$ cat src/design/ttch_pkg.sv
package ttch_pkg;

    localparam int KIND_W        = 2;
    localparam int KEY_W         = 31;
    localparam int SLOT_OUT_W    = 4;
    localparam int SIZE_W        = 5;
    localparam int RESET_SIZE    = 11;

    // remainder unit: key padded to a whole number of steps, msb first
    localparam int BITS_PER_STEP = 8;
    localparam int HASH_STEPS    = 4;
    localparam int SHIFT_W       = BITS_PER_STEP * HASH_STEPS;
    localparam int CNT_W         = 2;

    // hash two: floor(s * t / 10) through a reciprocal, exact for s * t below 320
    localparam int DEC_BASE      = 10;
    localparam int DEC_W         = 4;
    localparam int RECIP         = 205;
    localparam int RECIP_SHIFT   = 11;
    localparam int PROD_W        = SIZE_W + DEC_W;
    localparam int SCALED_W      = 16;

    typedef enum logic [KIND_W-1:0] {
        K_LOOKUP = 2'd0,
        K_INSERT = 2'd1,
        K_DELETE = 2'd2
    } t_kind;

    typedef enum logic [1:0] {
        ST_FREE    = 2'd0,
        ST_DELETED = 2'd1,
        ST_USED    = 2'd2
    } t_status;

    typedef struct packed {
        t_status          status;
        logic [KEY_W-1:0] key;
    } t_entry;

    typedef enum logic [6:0] {
        S_CLEAR    = 7'b0000001,
        S_IDLE     = 7'b0000010,
        S_HASH     = 7'b0000100,
        S_READ     = 7'b0001000,
        S_EXEC     = 7'b0010000,
        S_HASH_OLD = 7'b0100000,
        S_MOVE     = 7'b1000000
    } t_state;

endpackage

$ cat src/design/two_table_cuckoo_hash_core.sv
// the result strobe follows the hash steps, the table read and the execute state; an
// insert that finds another key in table one also rehashes that key and runs the move state
// a new item is taken only in idle, so not before the last result shows; the remainder unit
// (8 key bits a cycle) and the read-then-write of the tables set the pace; results show on
// o_done for one cycle and the receiver cannot stall them; reset: table_size goes to 11,
// then both tables are cleared one entry a cycle, busy high until all MAX_SLOTS are clear
module two_table_cuckoo_hash_core #(
    parameter int MAX_SLOTS = 16
) (
    input  logic                             i_clk,
    input  logic                             i_rst_n,
    input  logic                             start,
    output logic                             busy,
    input  logic [ttch_pkg::KIND_W-1:0]      i_kind,
    input  logic [ttch_pkg::KEY_W-1:0]       i_key,
    input  logic                             i_cfg_we,
    input  logic [ttch_pkg::SIZE_W-1:0]      i_cfg_data,
    output logic                             o_done,
    output logic                             o_found,
    output logic                             o_which_table,
    output logic [ttch_pkg::SLOT_OUT_W-1:0]  o_slot
);
    import ttch_pkg::*;

    localparam int AW = $clog2(MAX_SLOTS);

    t_entry mem1 [MAX_SLOTS];
    t_entry mem2 [MAX_SLOTS];

    t_state                r_state, n_state;
    logic [CNT_W-1:0]      r_cnt, n_cnt;
    logic [SHIFT_W-1:0]    r_shift, n_shift;
    logic [SIZE_W-1:0]     r_rem_s, n_rem_s;
    logic [DEC_W-1:0]      r_rem_t, n_rem_t;
    logic [SIZE_W-1:0]     r_p1, n_p1;
    logic [SIZE_W-1:0]     r_p2, n_p2;
    logic [KIND_W-1:0]     r_kind, n_kind;
    logic [KEY_W-1:0]      r_key, n_key;
    logic [KEY_W-1:0]      r_old, n_old;
    logic [AW-1:0]         r_clr_idx, n_clr_idx;
    logic [SIZE_W-1:0]     r_table_size;
    logic                  r_done, n_done;
    logic                  r_found, n_found;
    logic                  r_which, n_which;
    logic [SLOT_OUT_W-1:0] r_slot, n_slot;
    t_entry                r_rd1, r_rd2;

    logic [SIZE_W-1:0]     s_use;
    logic [SIZE_W-1:0]     acc_s;
    logic [DEC_W-1:0]      acc_t;
    logic [SIZE_W:0]       wide_s;
    logic [DEC_W:0]        wide_t;
    logic [SIZE_W-1:0]     h1_now, h2_now;
    logic                  holds1, holds2;

    logic                  w1_en, w2_en;
    logic [AW-1:0]         w1_addr, w2_addr, rd1_addr, rd2_addr;
    t_entry                w1_data, w2_data;

    function automatic logic [SIZE_W-1:0] hash_two(input logic [SIZE_W-1:0] s,
                                                   input logic [DEC_W-1:0] rem10);
        logic [DEC_W-1:0]    t;
        logic [PROD_W-1:0]   prod;
        logic [SCALED_W-1:0] scaled;
        // (9*key) mod 10 is (10 - key mod 10) mod 10
        t      = (rem10 == '0) ? '0 : DEC_W'(DEC_BASE - int'(rem10));
        prod   = PROD_W'(s) * PROD_W'(t);
        scaled = SCALED_W'(prod) * SCALED_W'(RECIP);
        return scaled[RECIP_SHIFT +: SIZE_W];
    endfunction

    always_comb begin
        if (r_table_size == '0) begin
            s_use = SIZE_W'(1);
        end else if (int'(r_table_size) > MAX_SLOTS) begin
            s_use = SIZE_W'(MAX_SLOTS);
        end else begin
            s_use = r_table_size;
        end
    end

    // remainders by s_use and by ten, one key bit per inner step
    always_comb begin
        acc_s  = r_rem_s;
        acc_t  = r_rem_t;
        wide_s = '0;
        wide_t = '0;
        for (int i = 0; i < BITS_PER_STEP; i++) begin
            wide_s = {acc_s, r_shift[SHIFT_W-1-i]};
            if (wide_s >= {1'b0, s_use}) begin
                wide_s = wide_s - {1'b0, s_use};
            end
            acc_s  = wide_s[SIZE_W-1:0];
            wide_t = {acc_t, r_shift[SHIFT_W-1-i]};
            if (wide_t >= (DEC_W+1)'(DEC_BASE)) begin
                wide_t = wide_t - (DEC_W+1)'(DEC_BASE);
            end
            acc_t  = wide_t[DEC_W-1:0];
        end
    end

    assign h1_now = r_rem_s;
    assign h2_now = hash_two(s_use, r_rem_t);
    assign holds1 = (r_rd1.status == ST_USED) && (r_rd1.key == r_key);
    assign holds2 = (r_rd2.status == ST_USED) && (r_rd2.key == r_key);

    always_comb begin
        n_state   = r_state;
        n_cnt     = r_cnt;
        n_shift   = r_shift;
        n_rem_s   = r_rem_s;
        n_rem_t   = r_rem_t;
        n_p1      = r_p1;
        n_p2      = r_p2;
        n_kind    = r_kind;
        n_key     = r_key;
        n_old     = r_old;
        n_clr_idx = r_clr_idx;
        n_done    = 1'b0;
        n_found   = 1'b0;
        n_which   = 1'b0;
        n_slot    = '0;
        w1_en     = 1'b0;
        w2_en     = 1'b0;
        w1_addr   = AW'(r_p1);
        w2_addr   = AW'(r_p2);
        w1_data   = '{status: ST_FREE, key: '0};
        w2_data   = '{status: ST_FREE, key: '0};
        rd1_addr  = AW'(r_p1);
        rd2_addr  = AW'(r_p2);

        unique case (r_state)
            S_CLEAR: begin
                w1_en     = 1'b1;
                w2_en     = 1'b1;
                w1_addr   = r_clr_idx;
                w2_addr   = r_clr_idx;
                n_clr_idx = r_clr_idx + 1'b1;
                if (r_clr_idx == AW'(MAX_SLOTS - 1)) begin
                    n_state = S_IDLE;
                end
            end
            S_IDLE: begin
                if (start) begin
                    n_kind  = i_kind;
                    n_key   = i_key;
                    n_shift = SHIFT_W'(i_key);
                    n_rem_s = '0;
                    n_rem_t = '0;
                    n_cnt   = '0;
                    n_state = S_HASH;
                end
            end
            S_HASH, S_HASH_OLD: begin
                n_shift = r_shift << BITS_PER_STEP;
                n_rem_s = acc_s;
                n_rem_t = acc_t;
                n_cnt   = r_cnt + 1'b1;
                if (r_cnt == CNT_W'(HASH_STEPS - 1)) begin
                    n_state = (r_state == S_HASH) ? S_READ : S_MOVE;
                end
            end
            S_READ: begin
                n_p1     = h1_now;
                n_p2     = h2_now;
                rd1_addr = AW'(h1_now);
                rd2_addr = AW'(h2_now);
                n_state  = S_EXEC;
            end
            S_EXEC: begin
                n_state = S_IDLE;
                n_done  = 1'b1;
                case (r_kind)
                    K_LOOKUP: begin
                        if (holds1) begin
                            n_found = 1'b1;
                            n_slot  = SLOT_OUT_W'(r_p1);
                        end else if (holds2) begin
                            n_found = 1'b1;
                            n_which = 1'b1;
                            n_slot  = SLOT_OUT_W'(r_p2);
                        end
                    end
                    K_INSERT: begin
                        if (r_rd1.status != ST_USED) begin
                            w1_en   = 1'b1;
                            w1_data = '{status: ST_USED, key: r_key};
                        end else if (r_rd1.key != r_key) begin
                            // occupant must be rehashed before it can move
                            n_done  = 1'b0;
                            n_old   = r_rd1.key;
                            n_shift = SHIFT_W'(r_rd1.key);
                            n_rem_s = '0;
                            n_rem_t = '0;
                            n_cnt   = '0;
                            n_state = S_HASH_OLD;
                        end
                    end
                    K_DELETE: begin
                        if (holds1) begin
                            w1_en   = 1'b1;
                            w1_data = '{status: ST_DELETED, key: r_rd1.key};
                        end else if (r_rd1.status != ST_FREE && holds2) begin
                            w2_en   = 1'b1;
                            w2_data = '{status: ST_DELETED, key: r_rd2.key};
                        end
                    end
                    default: begin
                    end
                endcase
            end
            S_MOVE: begin
                n_done  = 1'b1;
                n_state = S_IDLE;
                // stale occupant that no longer hashes here stays put
                if (h1_now == r_p1) begin
                    w1_en   = 1'b1;
                    w1_data = '{status: ST_USED, key: r_key};
                    w2_en   = 1'b1;
                    w2_addr = AW'(h2_now);
                    w2_data = '{status: ST_USED, key: r_old};
                end
            end
            default: begin
                n_state = S_IDLE;
            end
        endcase
    end

    always_ff @(posedge i_clk) begin
        if (w1_en) begin
            mem1[w1_addr] <= w1_data;
        end
        r_rd1 <= mem1[rd1_addr];
    end

    always_ff @(posedge i_clk) begin
        if (w2_en) begin
            mem2[w2_addr] <= w2_data;
        end
        r_rd2 <= mem2[rd2_addr];
    end

    always_ff @(posedge i_clk) begin
        if (!i_rst_n) begin
            r_state      <= S_CLEAR;
            r_clr_idx    <= '0;
            r_cnt        <= '0;
            r_done       <= 1'b0;
            r_table_size <= SIZE_W'(RESET_SIZE);
        end else begin
            r_state   <= n_state;
            r_clr_idx <= n_clr_idx;
            r_cnt     <= n_cnt;
            r_done    <= n_done;
            if (i_cfg_we) begin
                r_table_size <= i_cfg_data;
            end
        end
    end

    always_ff @(posedge i_clk) begin
        r_shift <= n_shift;
        r_rem_s <= n_rem_s;
        r_rem_t <= n_rem_t;
        r_p1    <= n_p1;
        r_p2    <= n_p2;
        r_kind  <= n_kind;
        r_key   <= n_key;
        r_old   <= n_old;
        r_found <= n_found;
        r_which <= n_which;
        r_slot  <= n_slot;
    end

    assign busy          = (r_state != S_IDLE);
    assign o_done        = r_done;
    assign o_found       = r_found;
    assign o_which_table = r_which;
    assign o_slot        = r_slot;

    a_done_when_ready: assert property (@(posedge i_clk) disable iff (!i_rst_n)
        o_done |-> !busy)
        else $error("result beat while still busy");

    a_busy_after_take: assert property (@(posedge i_clk) disable iff (!i_rst_n)
        (start && !busy) |=> busy)
        else $error("item taken but block not busy");

    a_single_beat: assert property (@(posedge i_clk) disable iff (!i_rst_n)
        o_done |=> !o_done)
        else $error("two result beats in a row");

    a_miss_zero: assert property (@(posedge i_clk) disable iff (!i_rst_n)
        (o_done && !o_found) |-> (!o_which_table && (o_slot == '0)))
        else $error("miss carries nonzero table or slot");

endmodule

$ cat config.mk
export PLATFORM = sky130hd
export DESIGN_NAME = two_table_cuckoo_hash_core
export DESIGN_NICKNAME = d
export VERILOG_FILES = /design/src/design/ttch_pkg.sv /design/src/design/two_table_cuckoo_hash_core.sv
export SDC_FILE = /design/constraint.sdc
export NUM_CORES = 2
export LEC_CHECK = 0
export BUFFER_PORTS_ARGS = -buffer_cell sky130_fd_sc_hd__buf_2
export CAP_MARGIN = 20
export CORE_UTILIZATION = 57
export CTS_CLUSTER_SIZE = 16
export DETAILED_ROUTE_END_ITERATION = 7
export PLACE_DENSITY = 0.76
export SETUP_SLACK_MARGIN = 0.5
export SYNTH_ARGS = -nofsm -noshare
export SYNTH_HDL_FRONTEND = slang
export SYNTH_SLANG_ARGS = --single-unit
export TNS_END_PERCENT = 5
$ cat constraint.sdc
create_clock -name i_clk -period 13.7 [get_ports i_clk]
set_clock_uncertainty 0.2 [all_clocks]
set_input_delay 0.685 -clock i_clk [delete_from_list [all_inputs] [get_ports i_clk]]
set_output_delay 0.685 -clock i_clk [all_outputs]
set_load 0.05 [all_outputs]
* Word level (Yosys, flattened, before mapping)
Memories as Yosys holds them, arrays and structs flattened. A register that Yosys moved wholly into a read port is not among the register bits. Cells that the tools add are included.
Word-level totals: memories 2, output and inout bits 8, memory bits (writable) 1056, logic and storage cells 182, bits of input ports 42, register bits after elaboration 139
Memory list:
- mem1 | words 16, width 33, rd ports 1, clocked after Yosys merged registers in 1, wr ports 1, line two_table_cuckoo_hash_core.sv:27 | t_entry mem1 [MAX_SLOTS];
- mem2 | words 16, width 33, rd ports 1, clocked after Yosys merged registers in 1, wr ports 1, line two_table_cuckoo_hash_core.sv:28 | t_entry mem2 [MAX_SLOTS];
Cells by class: multipliers 2, bitwise logic cells 3, mux-type cells 83, reduce and logical (&&, ||, !) cells 15, magnitude comparators 17, add/subtract/negate cells 19, eq/ne operators 25
Operators by type and width (count):
- 32-bit 2-to-1 mux | 8
- 33-bit one-hot mux with 2 select lines | 3
- 33-bit 2-to-1 mux | 3
- 32-bit one-hot mux with 3 select lines | 1
- 4-bit 2-to-1 mux | 19
- 5-bit 2-to-1 mux | 14
- 31-bit == test | 2
- 6-bit by 5-bit >= comparator with 1-bit output | 8
- 5-bit by 4-bit >= comparator with 1-bit output (second input constant) | 8
- 5-bit subtractor | 8
- 7-bit one-hot mux with 5 select lines | 1
- 4-bit subtractor (second input constant) | 8
- 31-bit inequality test | 1
- 7-bit 2-to-1 mux | 4
- 6-bit 2-to-1 mux | 3
- 9-bit by 8-bit multiplier with 15-bit output (second input constant) | 1
- 1-bit 2-to-1 mux | 15
- 5-bit one-hot mux with 3 select lines | 1
- 2-bit inequality test (second input constant) | 6
- 4-bit one-hot mux with 3 select lines | 1
- 5-bit by 4-bit multiplier with 9-bit output | 1
- 2-bit == test (second input constant) | 4
- 2-bit 2-to-1 mux | 4
- 4-bit one-hot mux with 2 select lines | 1
- other kinds (32) | 39

* Logic depth before layout (Yosys ltp)
depth in word-level cells 20, depth in mapped cells 69, gate-level depth less buffers 66

* Least setup slack after synthesis
OpenSTA, ideal clock, no wires.
path kind reg-to-reg, start point register r_table_size[4], end point register r_rem_s[0], in the netlist h1_now[0] (data pin), data required time 13.245 ns, path buffers 3, clock period less this slack 13.337 ns, slack 0.363 ns, cell stages (with the launch flop) 68, arrival 12.882 ns, cell sequence dfxtp_1 -> clkinv_1 -> o21ai_0 -> inv_1 -> ha_1 -> inv_1 -> fa_1 -> a21o_1 -> a21o_1 -> a21boi_2 -> mux2_2 -> ha_1 -> and3_1 -> a31o_2 -> nor3_2 -> mux2_2 -> fa_1 -> nor2b_1 -> (+32 left out) -> o21a_1 -> buf_2 -> mux2_2 -> fa_1 -> nor2b_1 -> o21ai_0 -> nand2b_1 -> and2_1 -> nor2_1 -> o211ai_2 -> mux2i_1 -> fa_1 -> a21o_1 -> a21oi_1 -> nand2_1 -> a21oi_1 -> nand3_1 -> and3_1
Between the ends: word-level cells in the longest chain between the ends 20, elaborated cells between the ends (all ways) 29
RTL lines:
- start: declaration | line two_table_cuckoo_hash_core.sv:41 | logic [SIZE_W-1:0] r_table_size;
- start signal: assignment | line two_table_cuckoo_hash_core.sv:250 | r_table_size <= SIZE_W'(RESET_SIZE);
- start signal: assignment | line two_table_cuckoo_hash_core.sv:257 | r_table_size <= i_cfg_data;
- 5-bit > comparator | line two_table_cuckoo_hash_core.sv:75 | end else if (int'(r_table_size) > MAX_SLOTS) begin
- 5-bit 2-to-1 mux | line two_table_cuckoo_hash_core.sv:75
- 5-bit 2-to-1 mux (*) | line two_table_cuckoo_hash_core.sv:73 | if (r_table_size == '0) begin
- 5-bit subtractor / 6-bit by 5-bit >= comparator with 1-bit output (equally long branches) | line two_table_cuckoo_hash_core.sv:91, two_table_cuckoo_hash_core.sv:90
- 5-bit 2-to-1 mux | line two_table_cuckoo_hash_core.sv:90 | if (wide_s >= {1'b0, s_use}) begin
- 5-bit subtractor / 6-bit by 5-bit >= comparator with 1-bit output (equally long branches) | line two_table_cuckoo_hash_core.sv:91, two_table_cuckoo_hash_core.sv:90
- 5-bit 2-to-1 mux | line two_table_cuckoo_hash_core.sv:90
- 5-bit subtractor / 6-bit by 5-bit >= comparator with 1-bit output (equally long branches) | line two_table_cuckoo_hash_core.sv:91, two_table_cuckoo_hash_core.sv:90
- (+4 left out)
- 5-bit 2-to-1 mux | line two_table_cuckoo_hash_core.sv:90
- 6-bit by 5-bit >= comparator with 1-bit output / 5-bit subtractor (equally long branches) | line two_table_cuckoo_hash_core.sv:90, two_table_cuckoo_hash_core.sv:91
- 5-bit 2-to-1 mux | line two_table_cuckoo_hash_core.sv:90
- 5-bit subtractor / 6-bit by 5-bit >= comparator with 1-bit output (equally long branches) | line two_table_cuckoo_hash_core.sv:91, two_table_cuckoo_hash_core.sv:90
- 5-bit 2-to-1 mux | line two_table_cuckoo_hash_core.sv:90
- 6-bit by 5-bit >= comparator with 1-bit output | line two_table_cuckoo_hash_core.sv:90
- 5-bit 2-to-1 mux (*) | line two_table_cuckoo_hash_core.sv:90
- 5-bit one-hot mux with 3 select lines (*) | line two_table_cuckoo_hash_core.sv:132 | unique case (r_state)
- end signal: assignment | line two_table_cuckoo_hash_core.sv:264 | r_rem_s <= n_rem_s;
- end: declaration | line two_table_cuckoo_hash_core.sv:33 | logic [SIZE_W-1:0] r_rem_s, n_rem_s;
Every way passes the cells marked *; elsewhere a longest branch is shown, timed or not. A chain may end at the register's enable or synchronous reset.

* Worst setup path after layout
start point register r_table_size[3], end point register r_rem_s[3], in the netlist h1_now[3] (data pin)
Between the ends: word-level cells in the longest chain between the ends 20, elaborated cells between the ends (all ways) 29
RTL lines (line):
- 5-bit > comparator | two_table_cuckoo_hash_core.sv:75
- 5-bit 2-to-1 mux | two_table_cuckoo_hash_core.sv:75
- 5-bit 2-to-1 mux (*) | two_table_cuckoo_hash_core.sv:73
- 5-bit subtractor / 6-bit by 5-bit >= comparator with 1-bit output (equally long branches) | two_table_cuckoo_hash_core.sv:91, two_table_cuckoo_hash_core.sv:90
- 5-bit 2-to-1 mux | two_table_cuckoo_hash_core.sv:90
- 5-bit subtractor / 6-bit by 5-bit >= comparator with 1-bit output (equally long branches) | two_table_cuckoo_hash_core.sv:91, two_table_cuckoo_hash_core.sv:90
- 5-bit 2-to-1 mux | two_table_cuckoo_hash_core.sv:90
- 5-bit subtractor / 6-bit by 5-bit >= comparator with 1-bit output (equally long branches) | two_table_cuckoo_hash_core.sv:91, two_table_cuckoo_hash_core.sv:90
- (+4 left out)
- 5-bit 2-to-1 mux | two_table_cuckoo_hash_core.sv:90
- 6-bit by 5-bit >= comparator with 1-bit output / 5-bit subtractor (equally long branches) | two_table_cuckoo_hash_core.sv:90, two_table_cuckoo_hash_core.sv:91
- 5-bit 2-to-1 mux | two_table_cuckoo_hash_core.sv:90
- 5-bit subtractor / 6-bit by 5-bit >= comparator with 1-bit output (equally long branches) | two_table_cuckoo_hash_core.sv:91, two_table_cuckoo_hash_core.sv:90
- 5-bit 2-to-1 mux | two_table_cuckoo_hash_core.sv:90
- 5-bit subtractor / 6-bit by 5-bit >= comparator with 1-bit output (equally long branches) | two_table_cuckoo_hash_core.sv:91, two_table_cuckoo_hash_core.sv:90
- 5-bit 2-to-1 mux (*) | two_table_cuckoo_hash_core.sv:90
- 5-bit one-hot mux with 3 select lines (*) | two_table_cuckoo_hash_core.sv:132
Marked as above.

==> out/summary.txt <==
first-pass GRT wire length - 187900 µm
gr ovfl total - 0
Crit Path Max Fanout - 6
Final period util - 93.57%
max cap viols - 0
clock transition at the registers of the reported paths - 60 ps
DRT iter0 DRCs - 3483
setup TNS - 0 ps
DRC - 0
Slew Limit Fails - 0
status - completed
# setup viols final - 0
WP buf/inv - 9
Critical Path AT - 13080 ps
DP Wirelength - 70730 µm
final hold viol count - 0
syn_area_per_cell - 17.78 µm²
leak pwr - 0.01921 µW
fin crit period - 12820 ps
GRT Total Usage - 27.29%
Post-Syn Area - 0.05262 mm²
fin util - 65.50%
post-synth cell types - 91
fmax - 78.01 MHz
initial antenna violation count - 0
Cell Count, Final, Fillers Out - 4416
CTS root buf - clkbuf_16
ys flop type - edfxtp_1
Die W - 305.8 µm
I/O pins - 50
Detail Route Antenna Nets - 0
Post-synth EDFFs - 1170
CP Capture Type - flip-flop
setup ws final - 880.8 ps
via count - 29162
Worst Setup Path Type - flip-flop to flip-flop
total wire length - 127100 µm
routed vias/inst - 6.604
Post-DP Area - 0.05477 mm²
Num CTS Buffers - 117
Seq/Total Area, Yosys - 70.23%
Async S/R FF share, synth - 0%
PwrDens - 200.4 mW/mm²
Synth Instances - 2959
die height - 305.8 µm
delay of the slowest critical-path stage - 410 ps
Sink Count - 1261
Least-Margin Pin Slew - 1070 ps
DR WL/cell - 28.78 µm
Longest Clk Path Bufs - 3
Starting Density - 57.50%
Pre-antenna DRT Iters - 7
Fill cells - 5800
routability cong. - 0.8818
Worst-Skew Late Latency - 710 ps
vias in the first global route - 29404
Slew headroom - 28.69%
largest net degree at the start of global routing - 133
DIE AREA - 0.09354 mm²
Worst path slowest cell - fa_2
Ys Warns - 0
IR drop worst, VDD - 0.4739 mV
# port buffers - 49
Nets - 3300
RSZ-0062 raised after global routing - false
design area - 0.05995 mm²
Area growth, synth to finish - 13.92%
Post-Place Cells - 4129
critical path launch point type - flip-flop
H-Tree Depth - 3
CTS tree - yes
layout cells sized above 1 - 23.75%
Hold WC Path Type - primary input to flip-flop
pre-CTS setup slack - -630.5 ps
#FFs+latches synth - 1261
critical path data required time - 13960 ps
row count - 111
Mapped Nets - 3133
Core Area - 0.09152 mm²
cell family with most CP delay - compound AO/OA/AOI/OAI gates
metrics by stage:
stage / power (µW) / hold slack [ps]
floorplan: 7030 / 235.8
global placement: 7623 / 258.2
detailed placement: 7830 / 275.2
CTS: 11570 / 2.458
global route: 12540 / 15.04
finish: 12010 / 37.32
tightest hold or removal path: stages:
cell	delay [ps]
buf_2	80
mux2i_1	60
nand2_1	60
worst paths after layout:
path,to,startpoint,slack (ps),cells past startpoint
setup / recovery,h1_now[3]$_SDFFCE_PP0P_,r_table_size[3]$_SDFFE_PN1P_,880,64
hold / removal,r_table_size[0]$_SDFFE_PN1P_,i_cfg_data[0],40,3
setup reg to reg,h1_now[3]$_SDFFCE_PP0P_,r_table_size[3]$_SDFFE_PN1P_,880,64
hold reg to reg,r_old[8]$_DFFE_PP_,r_rd1[8]$_DFF_P_,310,0
power by group:
part           switching, µW  internal (µW)
combinational           2250           1830
clock                   1430           1980
sequential              77.9           4450
total                   3750           8260
cells in the mapped netlist, types with 4 or more instances:
| cell | n | share of area [%] |
|---|---|---|
| xnor2_1 | 62 | 1.0 |
| nand3_1 | 19 | 0.18 |
| nor2b_1 | 14 | 0.17 |
| mux4_2 | 264 | 11 |
| ha_1 | 104 | 2.5 |
| nand2_1 | 217 | 1.5 |
| o21a_1 | 9 | 0.13 |
| a31oi_1 | 41 | 0.49 |
| mux2i_1 | 31 | 0.59 |
| xor2_1 | 42 | 0.70 |
| nand2b_1 | 14 | 0.17 |
| a211oi_1 | 37 | 0.53 |
| o22ai_1 | 4 | 0.048 |
| nand4_1 | 20 | 0.24 |
| a22o_1 | 67 | 1.1 |
| a22oi_1 | 92 | 1.3 |
| a41o_1 | 5 | 0.095 |
| a21oi_1 | 40 | 0.38 |
| nor3b_1 | 9 | 0.13 |
| o31ai_1 | 7 | 0.10 |
| clkbuf_1 | 98 | 0.70 |
| mux2_2 | 16 | 0.34 |
| buf_2 | 7 | 0.067 |
| o21bai_1 | 6 | 0.086 |
| nor2_1 | 88 | 0.63 |
| edfxtp_1 | 1170 | 67 |
| and2_1 | 48 | 0.57 |
| a21o_1 | 19 | 0.27 |
| a21boi_0 | 6 | 0.086 |
| dfxtp_1 | 91 | 3.5 |
| and3_1 | 10 | 0.12 |
| o21ai_0 | 36 | 0.34 |
| o21ai_1 | 7 | 0.067 |
| nor4_1 | 14 | 0.17 |
| nor3_1 | 16 | 0.15 |
| inv_1 | 83 | 0.59 |
| buf_1 | 24 | 0.17 |
| o211ai_1 | 8 | 0.11 |
| or2_2 | 6 | 0.071 |
| fa_1 | 28 | 1.1 |
timing repair:
action,in CTS,in global routing
endpoints found under the setup margin,5,5
setup buffers,15,27
pin swaps,14,42
resized for setup,43,65
endpoints found under the hold margin,21,0
hold buffers,21,0
layout make-up:
type	count	area [µm²]	share of cell area, %
Sequential cell	1261	36960	61.65
Multi-Input combinational cell	1482	15720	26.22
Clock buffer	141	3099	5.170
Tap cell	1186	1484	2.475
Timing Repair Buffer	178	1368	2.281
Clock inverter	81	994.7	1.659
Inverter	86	322.8	0.5385
Antenna cell	1	2.502	0.004174
sequential cells by signal (all words and copies together), names as in the netlist, 5 cells and up:
name	count
h1_now	5
r_shift	32
mem2	528
r_state	7
r_rd2	33
mem1	528
r_rd1	33
r_key	31
r_old	31
r_table_size	5
r_p1	5
logic make-up (layout without fill, tap and decap cells):
kind of cell,Yosys count,in the layout,synth area share (%)
xor+xnor,104,104,1.731
mux,312,312,12.26
fa+ha+maj,132,132,3.538
flops,1261,1261,70.23
buf+inv,216,486,1.572
simple gates,504,504,4.603
other cells,0,1,0
compound gates,430,430,6.073
per-layer routing:
metal	track usage [%]	wire length [µm]	vias to the layer above
li1	-	-	12226
met1	38.40	48880	14976
met2	43.94	61360	1677
met3	4.942	13090	283
met4	8.367	3747	0
met5	0	0	-
layout by cell type (no fill, tap or decap), types with 24 or more instances in the layout:
master     Yosys  final
a211oi_1      37     37
a21oi_1       40     35
a22o_1        67     67
a22oi_1       92     92
a31oi_1       41     41
and2_1        48     46
buf_2          7     49
buf_4          0     96
clkbuf_16      0    118
dfxtp_1       91     90
edfxtp_1    1170   1170
ha_1         104     89
inv_1         83     78
mux4_2       264    264
nand2_1      217    215
nor2_1        88     47
nor2_4         0     40
o21ai_0       36     24
xnor2_1       62     62
xor2_1        42     42
(Power assumes the default switching activity.)
